$ cat src/rbd_pkg.sv
// Shared constants and action codes for the ring buffer deque.
package rbd_pkg;
    localparam int DEPTH_DEF      = 64;
    localparam int DATA_WIDTH_DEF = 32;

    localparam logic [2:0] ACT_PUSH_FRONT = 3'd0;
    localparam logic [2:0] ACT_PUSH_BACK  = 3'd1;
    localparam logic [2:0] ACT_POP_FRONT  = 3'd2;
    localparam logic [2:0] ACT_POP_BACK   = 3'd3;
    localparam logic [2:0] ACT_CONTAINS   = 3'd4;
    localparam logic [2:0] ACT_SORT       = 3'd5;

    localparam logic [1:0] ST_OK    = 2'd0;
    localparam logic [1:0] ST_FULL  = 2'd1;
    localparam logic [1:0] ST_EMPTY = 2'd2;
endpackage

$ cat src/ring_buffer_deque_core.sv
// Top level of the ring buffer deque: request decode, sequencer and element store.
//
// Usage
//   Input channel: i_valid / o_stall with i_action and i_elem_value. A word is
//   taken at a clock edge where i_valid is high and o_stall is low.
//   Output channel: o_valid / i_stall with o_status, o_data_out, o_found, o_count.
//   Config: i_cfg_we / i_cfg_data write compare_signed (1 = signed order for sort).
//   Write it only while the block is idle.
// Sequence (from the accepting edge to o_valid)
//   Push, any rejected request, contains or sort with nothing to walk, unused
//   code: straight to S_OUT. Pop: a synchronous read of the store in S_POP, then S_OUT.
//   Contains: a read and a compare per element, stopping at the first match.
//   Sort (count >= 2): per pass, read element i, then read and compare each later
//   element, then write the minimum to slot i and old element i to its slot.
//   One request is worked on at a time; o_stall is high while busy or while a
//   result waits, so the next word is taken at the edge after the result goes.
// Reset
//   Synchronous active-low reset empties the deque and clears compare_signed.
//   The store itself is not cleared; only data from occupied slots is ever used.
// Stall
//   While i_stall is high hold the result in the output register; take no word.
module ring_buffer_deque_core #(
    parameter int DEPTH      = rbd_pkg::DEPTH_DEF,
    parameter int DATA_WIDTH = rbd_pkg::DATA_WIDTH_DEF
) (
    input  logic                        i_clk,
    input  logic                        i_rst_n,
    input  logic                        i_cfg_we,
    input  logic                        i_cfg_data,
    input  logic                        i_valid,
    output logic                        o_stall,
    input  logic [2:0]                  i_action,
    input  logic [31:0]                 i_elem_value,
    output logic                        o_valid,
    input  logic                        i_stall,
    output logic [1:0]                  o_status,
    output logic [31:0]                 o_data_out,
    output logic                        o_found,
    output logic [$clog2(DEPTH+1)-1:0]  o_count
);
    localparam int AW = $clog2(DEPTH);
    localparam int CW = $clog2(DEPTH + 1);
    localparam logic [CW-1:0] FULL_CNT = CW'(DEPTH);

    localparam logic [3:0] S_IDLE  = 4'd0;
    localparam logic [3:0] S_POP   = 4'd1;
    localparam logic [3:0] S_CRD   = 4'd2;  // contains: issue read
    localparam logic [3:0] S_CCMP  = 4'd3;  // contains: compare
    localparam logic [3:0] S_IRD   = 4'd4;  // sort: read element i
    localparam logic [3:0] S_ILAT  = 4'd5;  // sort: capture element i
    localparam logic [3:0] S_JRD   = 4'd6;  // sort: read element j
    localparam logic [3:0] S_JCMP  = 4'd7;  // sort: compare element j
    localparam logic [3:0] S_SWAP  = 4'd8;  // sort: write min to slot i
    localparam logic [3:0] S_SWAP2 = 4'd9;  // sort: write old i to slot m
    localparam logic [3:0] S_OUT   = 4'd10;

    logic [DATA_WIDTH-1:0] mem [DEPTH];
    logic [DATA_WIDTH-1:0] r_rdata;

    logic [3:0]            r_state, n_state;
    logic [AW-1:0]         r_head, n_head, r_tail, n_tail;
    logic [CW-1:0]         r_cnt, n_cnt;
    logic                  r_sgn;
    logic [DATA_WIDTH-1:0] r_key, n_key;      // search value / element i
    logic [DATA_WIDTH-1:0] r_min, n_min;
    logic [CW-1:0]         r_i, n_i, r_j, n_j, r_m, n_m;
    logic                  r_ovalid, n_ovalid;
    logic [1:0]            r_status, n_status;
    logic [DATA_WIDTH-1:0] r_data, n_data;
    logic                  r_found, n_found;

    logic                  we;
    logic [AW-1:0]         waddr, raddr;
    logic [DATA_WIDTH-1:0] wdata;
    logic                  accept;
    logic                  lt;
    logic [DATA_WIDTH-1:0] sign_bit;

    assign sign_bit = DATA_WIDTH'(r_sgn) << (DATA_WIDTH - 1);
    assign lt       = (r_rdata ^ sign_bit) < (r_min ^ sign_bit);
    assign accept   = i_valid && !o_stall;
    assign o_stall  = (r_state != S_IDLE) || r_ovalid;

    // h < DEPTH and n <= DEPTH, so one conditional subtract wraps the sum
    function automatic logic [AW-1:0] slot(input logic [AW-1:0] h, input logic [CW-1:0] n);
        logic [CW:0] s;
        s = (CW+1)'(h) + (CW+1)'(n);
        if (s >= (CW+1)'(DEPTH)) s = s - (CW+1)'(DEPTH);
        return AW'(s);
    endfunction

    always_comb begin
        n_state  = r_state;
        n_head   = r_head;
        n_tail   = r_tail;
        n_cnt    = r_cnt;
        n_key    = r_key;
        n_min    = r_min;
        n_i      = r_i;
        n_j      = r_j;
        n_m      = r_m;
        n_ovalid = r_ovalid && i_stall;
        n_status = r_status;
        n_data   = r_data;
        n_found  = r_found;
        we       = 1'b0;
        waddr    = r_head;
        wdata    = DATA_WIDTH'(i_elem_value);
        raddr    = r_head;
        case (r_state)
            S_IDLE: begin
                if (accept) begin
                    n_status = rbd_pkg::ST_OK;
                    n_data   = '0;
                    n_found  = 1'b0;
                    n_key    = DATA_WIDTH'(i_elem_value);
                    n_state  = S_OUT;
                    case (i_action)
                        rbd_pkg::ACT_PUSH_FRONT, rbd_pkg::ACT_PUSH_BACK: begin
                            if (r_cnt == FULL_CNT) begin
                                n_status = rbd_pkg::ST_FULL;
                            end else begin
                                we    = 1'b1;
                                n_cnt = r_cnt + 1'b1;
                                if (i_action == rbd_pkg::ACT_PUSH_FRONT) begin
                                    n_head = slot(r_head, FULL_CNT - 1'b1);
                                    waddr  = n_head;
                                end else begin
                                    waddr  = r_tail;
                                    n_tail = slot(r_tail, CW'(1));
                                end
                            end
                        end
                        rbd_pkg::ACT_POP_FRONT, rbd_pkg::ACT_POP_BACK: begin
                            if (r_cnt == '0) begin
                                n_status = rbd_pkg::ST_EMPTY;
                            end else begin
                                n_cnt   = r_cnt - 1'b1;
                                n_state = S_POP;
                                if (i_action == rbd_pkg::ACT_POP_FRONT) begin
                                    raddr  = r_head;
                                    n_head = slot(r_head, CW'(1));
                                end else begin
                                    n_tail = slot(r_tail, FULL_CNT - 1'b1);
                                    raddr  = n_tail;
                                end
                            end
                        end
                        rbd_pkg::ACT_CONTAINS: begin
                            n_i = '0;
                            if (r_cnt != '0) n_state = S_CRD;
                        end
                        rbd_pkg::ACT_SORT: begin
                            n_i = '0;
                            if (r_cnt > CW'(1)) n_state = S_IRD;
                        end
                        default: ;
                    endcase
                end
            end
            S_POP: begin
                n_data  = r_rdata;
                n_state = S_OUT;
            end
            S_CRD: begin
                raddr   = slot(r_head, r_i);
                n_state = S_CCMP;
            end
            S_CCMP: begin
                if (r_rdata == r_key) begin
                    n_found = 1'b1;
                    n_state = S_OUT;
                end else if (r_i + 1'b1 == r_cnt) begin
                    n_state = S_OUT;
                end else begin
                    n_i     = r_i + 1'b1;
                    n_state = S_CRD;
                end
            end
            S_IRD: begin
                raddr   = slot(r_head, r_i);
                n_state = S_ILAT;
            end
            S_ILAT: begin
                n_key   = r_rdata;
                n_min   = r_rdata;
                n_m     = r_i;
                n_j     = r_i + 1'b1;
                n_state = S_JRD;
            end
            S_JRD: begin
                raddr   = slot(r_head, r_j);
                n_state = S_JCMP;
            end
            S_JCMP: begin
                if (lt) begin
                    n_min = r_rdata;
                    n_m   = r_j;
                end
                if (r_j + 1'b1 == r_cnt) begin
                    n_state = S_SWAP;
                end else begin
                    n_j     = r_j + 1'b1;
                    n_state = S_JRD;
                end
            end
            S_SWAP: begin
                we      = 1'b1;
                waddr   = slot(r_head, r_i);
                wdata   = r_min;
                n_state = S_SWAP2;
            end
            S_SWAP2: begin
                // write old element i into the min slot (no-op when m == i)
                we    = 1'b1;
                waddr = slot(r_head, r_m);
                wdata = (r_m == r_i) ? r_min : r_key;
                if (r_i + CW'(2) >= r_cnt) begin
                    n_state = S_OUT;
                end else begin
                    n_i     = r_i + 1'b1;
                    n_state = S_IRD;
                end
            end
            S_OUT: begin
                n_ovalid = 1'b1;
                n_state  = S_IDLE;
            end
            default: n_state = S_IDLE;
        endcase
    end

    always_ff @(posedge i_clk) begin
        if (we) mem[waddr] <= wdata;
        r_rdata <= mem[raddr];
    end

    always_ff @(posedge i_clk) begin
        if (!i_rst_n) begin
            r_state  <= S_IDLE;
            r_head   <= '0;
            r_tail   <= '0;
            r_cnt    <= '0;
            r_sgn    <= 1'b0;
            r_ovalid <= 1'b0;
        end else begin
            r_state  <= n_state;
            r_head   <= n_head;
            r_tail   <= n_tail;
            r_cnt    <= n_cnt;
            r_ovalid <= n_ovalid;
            if (i_cfg_we) r_sgn <= i_cfg_data;
        end
    end

    always_ff @(posedge i_clk) begin
        r_key    <= n_key;
        r_min    <= n_min;
        r_i      <= n_i;
        r_j      <= n_j;
        r_m      <= n_m;
        r_status <= n_status;
        r_data   <= n_data;
        r_found  <= n_found;
    end

    assign o_valid    = r_ovalid;
    assign o_status   = r_status;
    assign o_data_out = 32'(r_data);
    assign o_found    = r_found;
    assign o_count    = r_cnt;

`ifndef SYNTHESIS
    a_cnt_range: assert property (@(posedge i_clk) disable iff (!i_rst_n)
        r_cnt <= FULL_CNT) else $error("count beyond capacity");
    a_ring: assert property (@(posedge i_clk) disable iff (!i_rst_n)
        slot(r_head, r_cnt) == r_tail) else $error("head, tail and count disagree");
    a_no_accept_busy: assert property (@(posedge i_clk) disable iff (!i_rst_n)
        (r_state != S_IDLE) |-> !accept) else $error("word taken while busy");
    a_result_holds: assert property (@(posedge i_clk) disable iff (!i_rst_n)
        (o_valid && i_stall) |=> (o_valid && $stable(o_count) && $stable(o_status)))
        else $error("stalled result changed");
`endif
endmodule

$ cat config.mk
export PLATFORM = sky130hd
export DESIGN_NAME = ring_buffer_deque_core
export DESIGN_NICKNAME = d
export VERILOG_FILES = /design/src/rbd_pkg.sv /design/src/ring_buffer_deque_core.sv
export SDC_FILE = /design/constraint.sdc
export NUM_CORES = 2
export LEC_CHECK = 0
export BUFFER_PORTS_ARGS = -buffer_cell sky130_fd_sc_hd__buf_2
export CORE_MARGIN = 10
export CORE_UTILIZATION = 45
export CTS_CLUSTER_SIZE = 12
export DETAILED_ROUTE_END_ITERATION = 10
export SLEW_MARGIN = 20
export SYNTH_ARGS = -nofsm -noshare
export SYNTH_HDL_FRONTEND = slang
export SYNTH_SLANG_ARGS = --single-unit
export TNS_END_PERCENT = 30
$ cat constraint.sdc
create_clock -name i_clk -period 6.1 [get_ports i_clk]
set_clock_uncertainty 0.15 [all_clocks]
set_input_delay 1.22 -clock i_clk [delete_from_list [all_inputs] [get_ports i_clk]]
set_output_delay 1.22 -clock i_clk [all_outputs]
set_load 0.05 [all_outputs]
==> flow_metrics.py <==
metrics = {
    "worst_setup_path": {
        "cp_data_required_time_ns": 6.68,
        "max_stage_delay_ns": 0.64,
        "cpMostUsedCell": "nand3_1",
        "crit_chain": "inv_1, fa_1, nor2b_1, o32ai_1, nand2_1, nand3_4, buf_12, buf_4, nand3_1, nand3_1, a41o_1, nand4_1",
        "path_buf_inv": 3,
        "start_kind": "register",
        "cp.arrival_ns": 5.85,
        "worst-r2r-setup-slack_ns": 0.83,
        "crit_path_end_kind": "register",
        "critical-path-top-delay-family": "simple AND/OR/NAND/NOR gates",
        "cp_max_fo": 94,
        "crit_slowest_cell": "dfxtp_1",
        "crit_type": "register to register",
    },
    "routing": {
        "dr.pass1.iters": 6,
        "drc": 0,
        "via_per_inst": 5.90,
        "routed-via-count": 60000,
        "antenna_left": 0,
        "wirelength_um": 280000,
        "wl_per_cell_um": 27.5,
        "drtIter0Drc": 8284,
    },
    "pwr": {
        "p_per_area_nw_per_um2": 532,
        "vdd_drop_max_mv": 0.516,
        "power.leakage_nw": 36.2,
        "fin_total_pwr_w": 0.0552,
    },
    "die": {
        "core_um2": 203000,
        "fp.dieW_um": 471,
        "pin_count": 85,
        "rows": 165,
        "start_util_pct": 45.3,
        "dieArea_um2": 222000,
        "die_h_um": 471,
    },
    "cells_and_area": {
        "synthToLayoutAreaGrowth_pct": 13.1,
        "nets": 7438,
        "layout-drive-gt1-share_pct": 10.5,
    },
    "place": {
        "dp_hpwl_um": 167000,
        "numPortBuffers": 84,
        "place.gp.congestion": 0.897,
        "dp_slack_ns": 0.656,
    },
    "cts": {
        "clkSlewWorstSetupHoldPaths_ns": 0.06,
        "clk_latency_ns": 0.88,
        "cts_made_buffers": 222,
        "cts_sinks": 2225,
        "cts_hold_buf": 0,
        "clock_tree.buffer_depth": 3,
        "cts_max_level": 4,
        "postCtsSetupRepairBufs": 0,
        "root_buffer": "clkbuf_16",
        "post_cts_resized": 0,
        "cts_tree": "done",
    },
    "synthesis": {
        "synth_edf_count": 2168,
        "ys_seq_elements": 2225,
        "avgSynthCellArea_um2": 12.8,
        "postSynthCellCount": 7185,
        "synth_top_flop_cell": "edfxtp_1",
        "yosys_warnings": 0,
        "ys_types": 80,
        "synth-async-reset-ratio_pct": 0,
        "synth_area_um2": 91700,
        "syn_nets": 7295,
        "yosysSeqAreaShare_pct": 72.2,
    },
    "sta": {
        "worstMarginPinSlew_ns": 1.10,
        "final_min_period_over_clock_period_pct": 86.4,
        "holdWs_ns": 0.413,
        "fmax_ghz": 0.190,
        "hold_violations": 0,
        "setup_tns_ns": 0,
        "relSlewSlack_pct": 26.6,
        "rsz0062_at_grt": "false",
        "setup_viol": 0,
        "period_needed_ns": 5.27,
        "layout_setup_ws_ns": 0.832,
        "slew_viol_final": 0,
    },
    "global_routing": {
        "grtUsageTotal_pct": 24.6,
        "overflow": 0,
        "antenna_found_initial": 16,
        "grt_max_degree": 114,
        "grt_first_pass_wirelength_um": 407000,
        "grt_pass1_vias": 57400,
    },
    "run_status": {
        "status": "finished, final reports clean",
    },
    "worst_hold_path": {
        "hp-class": "register to register",
    },
    "flow_run": {
        "max_cap_viol_count": 0,
    },
}
[metrics by stage]
stage                     cells  utilization (%)  area, um^2
after global placement     9774             47.9       97000
after floorplan            7185                -       91700
after global routing      10200             51.2      104000
after CTS                 10200             51.2      104000
after detailed placement   9775             47.9       97000
final                     10200             51.2      104000
[path summary, 6_finish.rpt]
kind / startpoint / endpoint / cells past startpoint
worst max-delay path: r_head[1]$_SDFFE_PN0P_ / r_rdata[18]$_DFF_P_ / 12
worst min register to register: o_valid$_SDFF_PN0_ / o_valid$_SDFF_PN0_ / 2
worst max register to register: r_head[1]$_SDFFE_PN0P_ / r_rdata[18]$_DFF_P_ / 12
worst min-delay path: o_valid$_SDFF_PN0_ / o_valid$_SDFF_PN0_ / 2
[cells by family (layout without fill, tap and decap cells)]
family | count (synthesis) | in the layout | synth area share [%]
DFF | 2225 | 2225 | 72.2
muxes | 163 | 163 | 1.99
and+or+nand+nor | 3718 | 3718 | 17.8
xor gates and xnor gates | 99 | 99 | 0.946
AOI/OAI and AO/OA | 389 | 389 | 3.34
other | 0 | 5 | 0
buffers and inverters | 521 | 824 | 2.70
adders and majority gates | 70 | 70 | 0.977
[cells in the mapped netlist (10+ instances only)]
library cell / count / area, um^2
inv_1: 77 / 289
xor2_1: 27 / 236
nand4_1: 54 / 338
a211oi_1: 26 / 195
edfxtp_1: 2168 / 65100
xnor2_1: 72 / 631
nand2_1: 2042 / 7660
o21ai_0: 63 / 315
a31oi_1: 12 / 75.1
nor2b_1: 14 / 87.6
a41o_1: 82 / 821
a21oi_1: 44 / 220
o41ai_2: 10 / 163
and3_1: 143 / 895
nand3_1: 1266 / 6340
o211ai_1: 23 / 173
ha_1: 66 / 826
mux2i_1: 140 / 1400
dfxtp_1: 57 / 1140
nor2_1: 128 / 480
buf_1: 40 / 150
nor3_1: 13 / 65.1
buf_6: 22 / 248
buf_2: 151 / 756
buf_4: 35 / 263
o41ai_1: 17 / 149
clkbuf_1: 192 / 721
mux4_2: 15 / 338
a32oi_1: 12 / 105
a21o_1: 27 / 203
[per-layer routing]
layer,track usage (%),wire length [um],vias to the layer above
met4,10.9,13400,8
met3,4.53,27600,508
met2,37.6,126000,3115
li1,-,-,26400
met1,34.4,113000,29900
met5,0,54,-
[worst register-to-register path, stage by stage, from the launching register on]
cell and delay, ns:
dfxtp_1 0.64, inv_1 0.26, fa_1 0.55, nor2b_1 0.15, o32ai_1 0.36, nand2_1 0.38, nand3_4 0.45, buf_12 0.41
buf_4 0.65, nand3_1 0.12, nand3_1 0.21, a41o_1 0.57, nand4_1 0.21
[placed cells by master (no fill, tap or decap), types with 10 or more instances in the layout]
| cell type | n |
|---|---|
| edfxtp_1 | 2168 |
| nand2_1 | 2042 |
| nand3_1 | 1264 |
| clkbuf_16 | 223 |
| buf_4 | 220 |
| and3_1 | 142 |
| mux2i_1 | 140 |
| clkbuf_1 | 86 |
| buf_2 | 84 |
| a41o_1 | 82 |
| inv_1 | 77 |
| xnor2_1 | 72 |
| ha_1 | 66 |
| nor2_4 | 64 |
| nor2_1 | 61 |
| dfxtp_1 | 57 |
| buf_12 | 56 |
| nand4_1 | 54 |
| a21oi_1 | 43 |
| clkinv_1 | 34 |
| o21ai_4 | 33 |
| o21ai_0 | 29 |
| xor2_1 | 27 |
| a21o_1 | 27 |
| a211oi_1 | 25 |
| o211ai_1 | 23 |
| mux4_2 | 15 |
| nor2b_1 | 14 |
| o41ai_1 | 14 |
| o41ai_2 | 13 |
| nor3_1 | 12 |
| a32oi_1 | 12 |
| a31oi_1 | 12 |
| clkinv_2 | 10 |
| clkbuf_8 | 10 |
[registers in the layout (all words and copies together), names as in the netlist, 7 cells and up]
name        cells
r_min          32
mem          2048
r_rdata        32
r_i             7
r_j             7
o_count         7
o_data_out     32
r_key          32
r_m             7
[where the power goes]
group	switching (W)	internal (W)	total (W)
clock	0.00575	0.00711	0.0129
sequential	0.000715	0.0194	0.0201
combinational	0.0161	0.00614	0.0222
[final cells by class]
type	instances	area, um^2
diodes	5	12.5
clock buffers	319	6040
clock inverters	65	644
fillers	17000	98800
inverters	78	293
multi-input cells	4439	23900
flip-flops and latches	2225	66200
well taps	2672	3340
repair buffers	362	3240
Power figures use the tool's default switching activity.
